===== config.mk =====
export PLATFORM = sky130hd
export DESIGN_NAME = bffa_ctrl
export DESIGN_NICKNAME = d
export VERILOG_FILES = /design/src/rtl/core/bffa_pkg.sv /design/src/rtl/core/bffa_ctrl.sv
export SDC_FILE = /design/constraint.sdc
export NUM_CORES = 1
export LEC_CHECK = 0
export ABC_CLOCK_PERIOD_IN_PS = 1800
export BUFFER_PORTS_ARGS = -buffer_cell sky130_fd_sc_hd__buf_2
export CAP_MARGIN = 0
export CORE_MARGIN = 3
export CORE_UTILIZATION = 40
export DETAILED_ROUTE_END_ITERATION = 8
export PLACE_DENSITY_LB_ADDON = 0.08
export SLEW_MARGIN = 10
export SYNTH_ARGS = -nofsm -noshare
export SYNTH_HDL_FRONTEND = slang
export SYNTH_SLANG_ARGS = --single-unit

===== constraint.sdc =====
create_clock -name clk -period 1.8 [get_ports clk]
set_input_delay 0 -clock clk [delete_from_list [all_inputs] [get_ports clk]]
set_output_delay 0 -clock clk [all_outputs]
set_load 0.02 [all_outputs]

===== src/rtl/core/bffa_pkg.sv =====
// shared types, constants and codes of the bitmap allocator
package bffa_pkg;
    localparam int NUM_CHUNKS = 1024;
    localparam int MAX_RUN    = 56;
    localparam int IDX_W      = $clog2(NUM_CHUNKS);
    localparam int WORD_W     = 64;
    localparam int NUM_WORDS  = NUM_CHUNKS / WORD_W;
    localparam int WADDR_W    = $clog2(NUM_WORDS);
    localparam int BIT_W      = $clog2(WORD_W);
    localparam int CNT_W      = 6;

    localparam logic [2:0] ST_OK       = 3'd0;
    localparam logic [2:0] ST_ZERO     = 3'd1;
    localparam logic [2:0] ST_LARGE    = 3'd2;
    localparam logic [2:0] ST_NOSPACE  = 3'd3;
    localparam logic [2:0] ST_NOTALLOC = 3'd4;

    typedef struct packed {
        logic        action;
        logic [11:0] request_bytes;
        logic [9:0]  release_index;
    } in_beat_t;

    typedef struct packed {
        logic [2:0] status;
        logic [9:0] chunk_index;
        logic [5:0] chunk_count;
    } out_beat_t;

    // controller to datapath
    typedef struct packed {
        logic load;      // capture request, start scan at chunk 0
        logic step;      // test current chunk and advance
        logic claim;     // set current chunk in map (mark used)
        logic release_c; // clear current chunk in map
        logic fin_alloc; // write run length at start
        logic fin_free;  // clear run length at start
        logic rl_read;   // read run length at release index
    } dp_cmd_t;

    // datapath to controller
    typedef struct packed {
        logic found;     // run of needed length complete at cursor
        logic at_end;    // cursor reached map end
        logic rl_zero;   // recorded length is zero
        logic run_done;  // claim or release pass finished
        logic ready;     // map word under the cursor is loaded
        logic busy;      // clearing pass after reset still running
    } dp_stat_t;
endpackage


===== src/rtl/core/bffa_ctrl.sv =====
// sequencer for allocate and free requests
module bffa_ctrl
    import bffa_pkg::*;
(
    input  logic      clk,
    input  logic      rst_n,
    input  logic      in_valid,
    input  in_beat_t  req,
    output logic      in_stall,
    output logic      out_valid,
    input  logic      out_stall,
    output out_beat_t rsp,
    output dp_cmd_t   cmd,
    input  dp_stat_t  stat,
    input  logic [IDX_W-1:0] start_idx,
    input  logic [CNT_W-1:0] need_cnt
);
    localparam logic [2:0] S_IDLE  = 3'd0;
    localparam logic [2:0] S_SCAN  = 3'd1;
    localparam logic [2:0] S_CLAIM = 3'd2;
    localparam logic [2:0] S_RDRL  = 3'd3;
    localparam logic [2:0] S_REL   = 3'd4;
    localparam logic [2:0] S_CHKA  = 3'd5;

    logic [2:0] state_reg, state_next;
    logic       ov_reg, ov_next;
    out_beat_t  rsp_reg, rsp_next;
    logic       zero_reg, zero_next;

    assign in_stall  = (state_reg != S_IDLE) || ov_reg || stat.busy;
    assign out_valid = ov_reg;
    assign rsp       = rsp_reg;

    always_comb
    begin
        state_next = state_reg;
        ov_next    = ov_reg && out_stall;
        rsp_next   = rsp_reg;
        zero_next  = zero_reg;
        cmd        = '0;
        case (state_reg)
            S_IDLE:
            begin
                if (in_valid && !in_stall)
                begin
                    cmd.load  = 1'b1;
                    zero_next = (req.request_bytes == '0);
                    state_next = req.action ? S_RDRL : S_CHKA;
                end
            end
            S_CHKA:
            begin
                if (zero_reg || stat.rl_zero)
                begin
                    rsp_next = '{zero_reg ? ST_ZERO : ST_LARGE, '0, '0};
                    ov_next = 1'b1;
                    state_next = S_IDLE;
                end
                else
                begin
                    state_next = S_SCAN;
                end
            end
            S_SCAN:
            begin
                if (stat.found)
                begin
                    cmd.fin_alloc = 1'b1;
                    state_next = S_CLAIM;
                end
                else if (stat.at_end)
                begin
                    rsp_next = '{ST_NOSPACE, '0, '0};
                    ov_next = 1'b1;
                    state_next = S_IDLE;
                end
                else if (stat.ready)
                begin
                    cmd.step = 1'b1;
                end
            end
            S_CLAIM:
            begin
                if (stat.run_done)
                begin
                    rsp_next = '{ST_OK, start_idx, need_cnt};
                    ov_next = 1'b1;
                    state_next = S_IDLE;
                end
                else if (stat.ready)
                begin
                    cmd.claim = 1'b1;
                end
            end
            S_RDRL:
            begin
                cmd.rl_read = 1'b1;
                state_next = S_REL;
                zero_next = 1'b1;
            end
            S_REL:
            begin
                if (zero_reg)
                begin
                    zero_next = 1'b0;
                    if (stat.rl_zero)
                    begin
                        rsp_next = '{ST_NOTALLOC, '0, '0};
                        ov_next = 1'b1;
                        state_next = S_IDLE;
                    end
                end
                else if (stat.run_done)
                begin
                    cmd.fin_free = 1'b1;
                    rsp_next = '{ST_OK, start_idx, need_cnt};
                    ov_next = 1'b1;
                    state_next = S_IDLE;
                end
                else if (stat.ready)
                begin
                    cmd.release_c = 1'b1;
                end
            end
            default:
            begin
                state_next = S_IDLE;
            end
        endcase
    end

    always_ff @(posedge clk or negedge rst_n)
    begin
        if (!rst_n)
        begin
            state_reg <= S_IDLE;
            ov_reg    <= 1'b0;
            zero_reg  <= 1'b0;
        end
        else
        begin
            state_reg <= state_next;
            ov_reg    <= ov_next;
            zero_reg  <= zero_next;
        end
    end

    always_ff @(posedge clk)
    begin
        rsp_reg <= rsp_next;
    end
endmodule


; ---- Word level (Yosys, flattened, before mapping)
; Index checks and enable logic that the tools add are counted.
[totals]
register_bits = 24
input_bits = 49
out_inout_bits = 28
wordCells = 73
[op_classes]
n_eq_ne = 11
muxes = 42
n_reduce_logical = 14
[ops]
columns = cell, count
row1 = 2-to-1 mux 19 bit, 6
row2 = one-hot mux 19 bit (4 select lines), 1
row3 = 2-to-1 mux 1 bit, 24
row4 = 2-to-1 mux 3 bit, 7
row5 = one-hot mux 3 bit (6 select lines), 1
row6 = zero test 12 bit, 1
row7 = inequality test 2 bit (second input constant), 4
row8 = equality test 3 x 2 -> 1 bit (second input constant), 2
row9 = equality test 3 bit (second input constant), 2
row10 = inequality test 3 bit (second input constant), 2
row11 = nonzero test 3 bit, 2
row12 = AND reduction 5 bit, 1
row13 = one-hot mux 1 bit (4 select lines), 1
row14 = nonzero test 4 bit, 1
row15 = equality test 3 x 1 -> 1 bit (second input constant), 1
row16 = zero test 3 bit, 1
row17 = logical OR 1 bit, 3
row18 = one-hot mux 1 bit (3 select lines), 1
row19 = AND reduction 3 bit, 1
row20 = logical AND 1 bit, 2
row21 = 2-to-1 mux 2 bit, 1
row22 = AND reduction 2 bit, 1
row23 = zero test 1 bit, 1

; ---- Longest topological paths before layout
[depth]
ltp_word = 7
ltp_mapped = 6
mapped_depth_nobuf = 4

; ---- Worst setup path after synthesis
; No wires, ideal clock.
[synth_timing]
path_type = register to register
from = reg state_reg[1]
to = reg rsp_reg, in the netlist rsp[0], enable pin
setup_time_ns = 0.377
arrival_ns = 1.406
required_ns = 1.423
setup_slack_ns = 0.016
path_stages_with_launch = 5
path_buffers = 1
synth_period_minus_slack_ns = 1.784
path_cell_list = dfrtp_1 > clkbuf_1 > nor2_1 > o21ai_0 > o311a_1
[synth_between]
elab_chain_cells = 3
elab_cells_between_ends = 10
cone_classes = eq/ne (8) / reduce/logical (2)
[synth_lines]
columns = element, line
row1 = from (decl), bffa_ctrl.sv:25  ; logic [2:0] state_reg, state_next;
row2 = from (signal assigned), bffa_ctrl.sv:142  ; state_reg <= state_next;
row3 = equality test 3 bit (tied with other cells), bffa_ctrl.sv:41  ; case (state_reg)
row4 = inequality test 3 bit (no line) (tied with other cells), n/a
row5 = AND reduction 5 bit (no line) (*), n/a
row6 = to (signal assigned), bffa_ctrl.sv:150  ; rsp_reg <= rsp_next;
row7 = to (decl), bffa_ctrl.sv:27  ; out_beat_t rsp_reg, rsp_next;
; Every way passes the cells marked *; elsewhere a longest branch is shown, timed or not.
; A chain may end at the register's enable or synchronous reset.

==> flow_metrics.tcl <==
set metrics [dict create \
    rows 21 \
    final_cell_mix "buf_2 (65), nor2_1 (24), dlygate4sd3_1 (20)" \
    drc 0 \
    start_util_pct 42.31 \
    gp_congestion 0.8906 \
    htree_levels 1 \
    synth-warning-count 0 \
    antenna_found_initial 0 \
    io_pins 77 \
    yosys.area_share.simple_pct 23.46 \
    numCtsBuffers 3 \
    insertion_delay_ns 0.31 \
    max_freq_mhz 569.3 \
    cts.clk_slew.worst_paths_ns 0.14 \
    grtUsageMet2_pct 32.59 \
    core_area_sq_um 3416 \
    grt_use_met1_pct 25.59 \
    syn_area_per_cell_sq_um 9.966 \
    arrival_ns 1.76 \
    synth_xor_area_share_pct 0.6061 \
    nFillCells 315 \
    critical_path_class "reg -> out" \
    worstPathMaxFanout 4 \
    synth-seq-cells 24 \
    antenna_left 0 \
    syn2layout_area_growth_pct 46.58 \
    grt_pass1_vias 1420 \
    crit_chain "or2_4, or4_4, nor2_2, buf_4" \
    maxSlewHeadroom_pct 63.31 \
    grt_remaining_overflow 0 \
    vias 1457 \
    hold_class "in -> reg" \
    status "complete, no violations" \
    ys_types 42 \
    synthMuxAreaShare_pct 11.08 \
    die_y_um 66.11 \
    cpPeakStageDelay_ns 0.46 \
    worst_ep_required_time_ns 1.80 \
    hold_viol_final 0 \
    synthCells 145 \
    wl_per_cell_um 14.53 \
    cts.path.max_buffers 2 \
    fin_tns_setup_ns 0 \
    final-seq-area_sq_um 699.4 \
    cts_sinks 24 \
    synth_seq_area_share_pct 48.14 \
    fin_crit_ns 1.756 \
    grt_setup_unrepaired "no" \
    hold_slack_ns 0.01015 \
    io_buffers 66 \
    grt_pass1_wl_mm 6.582 \
    p_leak_uw 0.0009658 \
    slew_violations 0 \
    post-route-period-util_pct 97.58 \
    grt_busiest_layer "met2" \
    worst_setup_path_end_kind "primary output" \
    drt-initial-drc-count 46 \
    largest_register_ffs 19 \
    dp_hpwl_mm 2.814 \
    setup_viol 0 \
    die-area_sq_um 4370 \
    post-place-ws_ns 0.2187 \
    syn_nets 194 \
    layout_commonest_cell "buf_2" \
    cap_violations 0 \
    insertedDiodeCount 0 \
    cts_tree "done" \
    setup_slack_ns 0.04361 \
    syn_area_sq_um 1445 \
    finish.net_count 284 \
    p_per_area_nw_per_um2 1513 \
    synth_compound_area_share_pct 11.77 \
    skew_ns 0.005138 \
    grt_max_degree 23 \
    multi_input_area_sq_um 680.7 \
    cpMaxStageDelayCell "or4_4" \
    die_x_um 66.11 \
    ir_worst_vdd_v 0.0008462 \
    use_met3_pct 2.551 \
    drive_above_1_share_pct 38.03 \
    synth_top_family_by_area "simple AND/OR/NAND/NOR gates" \
    grtUsageTotal_pct 19.13 \
    finalWirelength_mm 4.069 \
    worstMarginPinSlew_ns 0.5503 \
    cts_root_buf "clkbuf_4" \
    synthAdderAreaFrac_pct 0 \
    start_kind "flop" \
    drt_pass1_iterations 4 \
    vias_per_cell 5.204 \
]
-- through the flow --
| stage | power (uW) | cells | utilization (%) | cell area (sq um) |
|---|---|---|---|---|
| after CTS | 3217 | 280 | 61.87 | 2113 |
| after detailed placement | 2742 | 254 | 53.92 | 1842 |
| after global routing | 3440 | 280 | 62.01 | 2118 |
| final | 3204 | 280 | 62.01 | 2118 |
| after global placement | 2698 | 254 | 53.92 | 1842 |
| after floorplan | 2185 | 145 | - | 1445 |
-- per-layer routing --
layer | wire length [um] | up-vias
met5 | 0 | -
met1 | 1710 | 691
met3 | 258 | 2
li1 | - | 708
met4 | 14 | 0
met2 | 2086 | 56
-- synth_stat cells --
library cell / number / area [sq um]
nor2_1: 25 / 93.84
edfxtp_1: 19 / 570.6
mux2i_1: 16 / 160.2
o21ai_0: 9 / 45.04
a21oi_1: 7 / 35.03
buf_2: 6 / 30.03
nor3_1: 6 / 30.03
dfrtp_1: 5 / 125.1
nand2_1: 5 / 18.77
nand2b_1: 5 / 31.28
inv_1: 4 / 15.01
nor4_1: 3 / 18.77
clkbuf_1: 2 / 7.510
nand4_1: 2 / 12.51
nor2b_1: 2 / 12.51
nor3b_1: 2 / 15.01
o311a_1: 2 / 20.02
a211o_1: 1 / 8.760
a211oi_1: 1 / 7.510
a21boi_1: 1 / 7.510
a222oi_1: 1 / 10.01
a22o_1: 1 / 8.760
a31oi_1: 1 / 6.260
and2_1: 1 / 6.260
and3_1: 1 / 6.260
and4_1: 1 / 8.760
buf_4: 1 / 7.510
buf_6: 1 / 11.26
nand3_2: 1 / 10.01
nand3b_1: 1 / 7.510
nor2b_2: 1 / 8.760
nor4bb_1: 1 / 10.01
o21ai_1: 1 / 5.000
o21ai_2: 1 / 8.760
o31ai_1: 1 / 7.510
or2_0: 1 / 6.260
or2_1: 1 / 6.260
or2_4: 1 / 8.760
or3b_2: 1 / 8.760
or4_1: 1 / 7.510
or4_4: 1 / 11.26
xnor2_1: 1 / 8.760
-- area by class of cell --
cell class | count | area share, %
Inverter | 4 | 0.7088
Timing Repair Buffer | 95 | 28.94
Clock inverter | 1 | 1.418
Tap cell | 46 | 2.717
Multi-Input combinational cell | 107 | 32.13
Clock buffer | 3 | 1.063
Sequential cell | 24 | 33.02
-- critical path: cells and delay by family, from the launching register on --
kind / cells / cell delay [ns]
DFF: 1 / 0.45
and+or+nand+nor: 3 / 0.84
buffers and inverters: 1 / 0.15
-- final timing paths --
check                                    startpoint                        to  slack [ns]  depth (start not counted)
max                        state_reg[1]$_DFFE_PN0P_                    cmd[5]        0.04                          4
min                                    start_idx[6]         rsp[12]$_DFFE_PP_        0.01                          3
max reg2reg                state_reg[2]$_DFFE_PN0P_      zero_reg$_DFFE_PN0P_        0.08                          5
min reg2reg                        rsp[0]$_DFFE_PP_          rsp[0]$_DFFE_PP_        0.61                          2
max in group asynchronous                     rst_n  state_reg[0]$_DFFE_PN0P_        0.98                          3
min in group asynchronous                     rst_n      zero_reg$_DFFE_PN0P_        0.60                          3
-- cell families after synthesis --
family	count (synthesis)
compound gates	27
xor+xnor	1
buf+inv	14
flops	24
mux	16
simple gates	63
-- report_power, final --
group          switching [uW]  internal, uW  total, uW
Clock                     170           225        394
Sequential                167           961       1130
Combinational            1020           659       1680
Total                    1360          1840       3200
-- what timing repair did --
| item | CTS | global route |
|---|---|---|
| endpoints found under the setup margin | 1 | 1 |
| resized for setup | 3 | 2 |
| hold buffers | 20 | 0 |
| endpoints found under the hold margin | 18 | 0 |
| setup buffers | 2 | 0 |
Note: power is estimated with default switching activity, not from simulation.
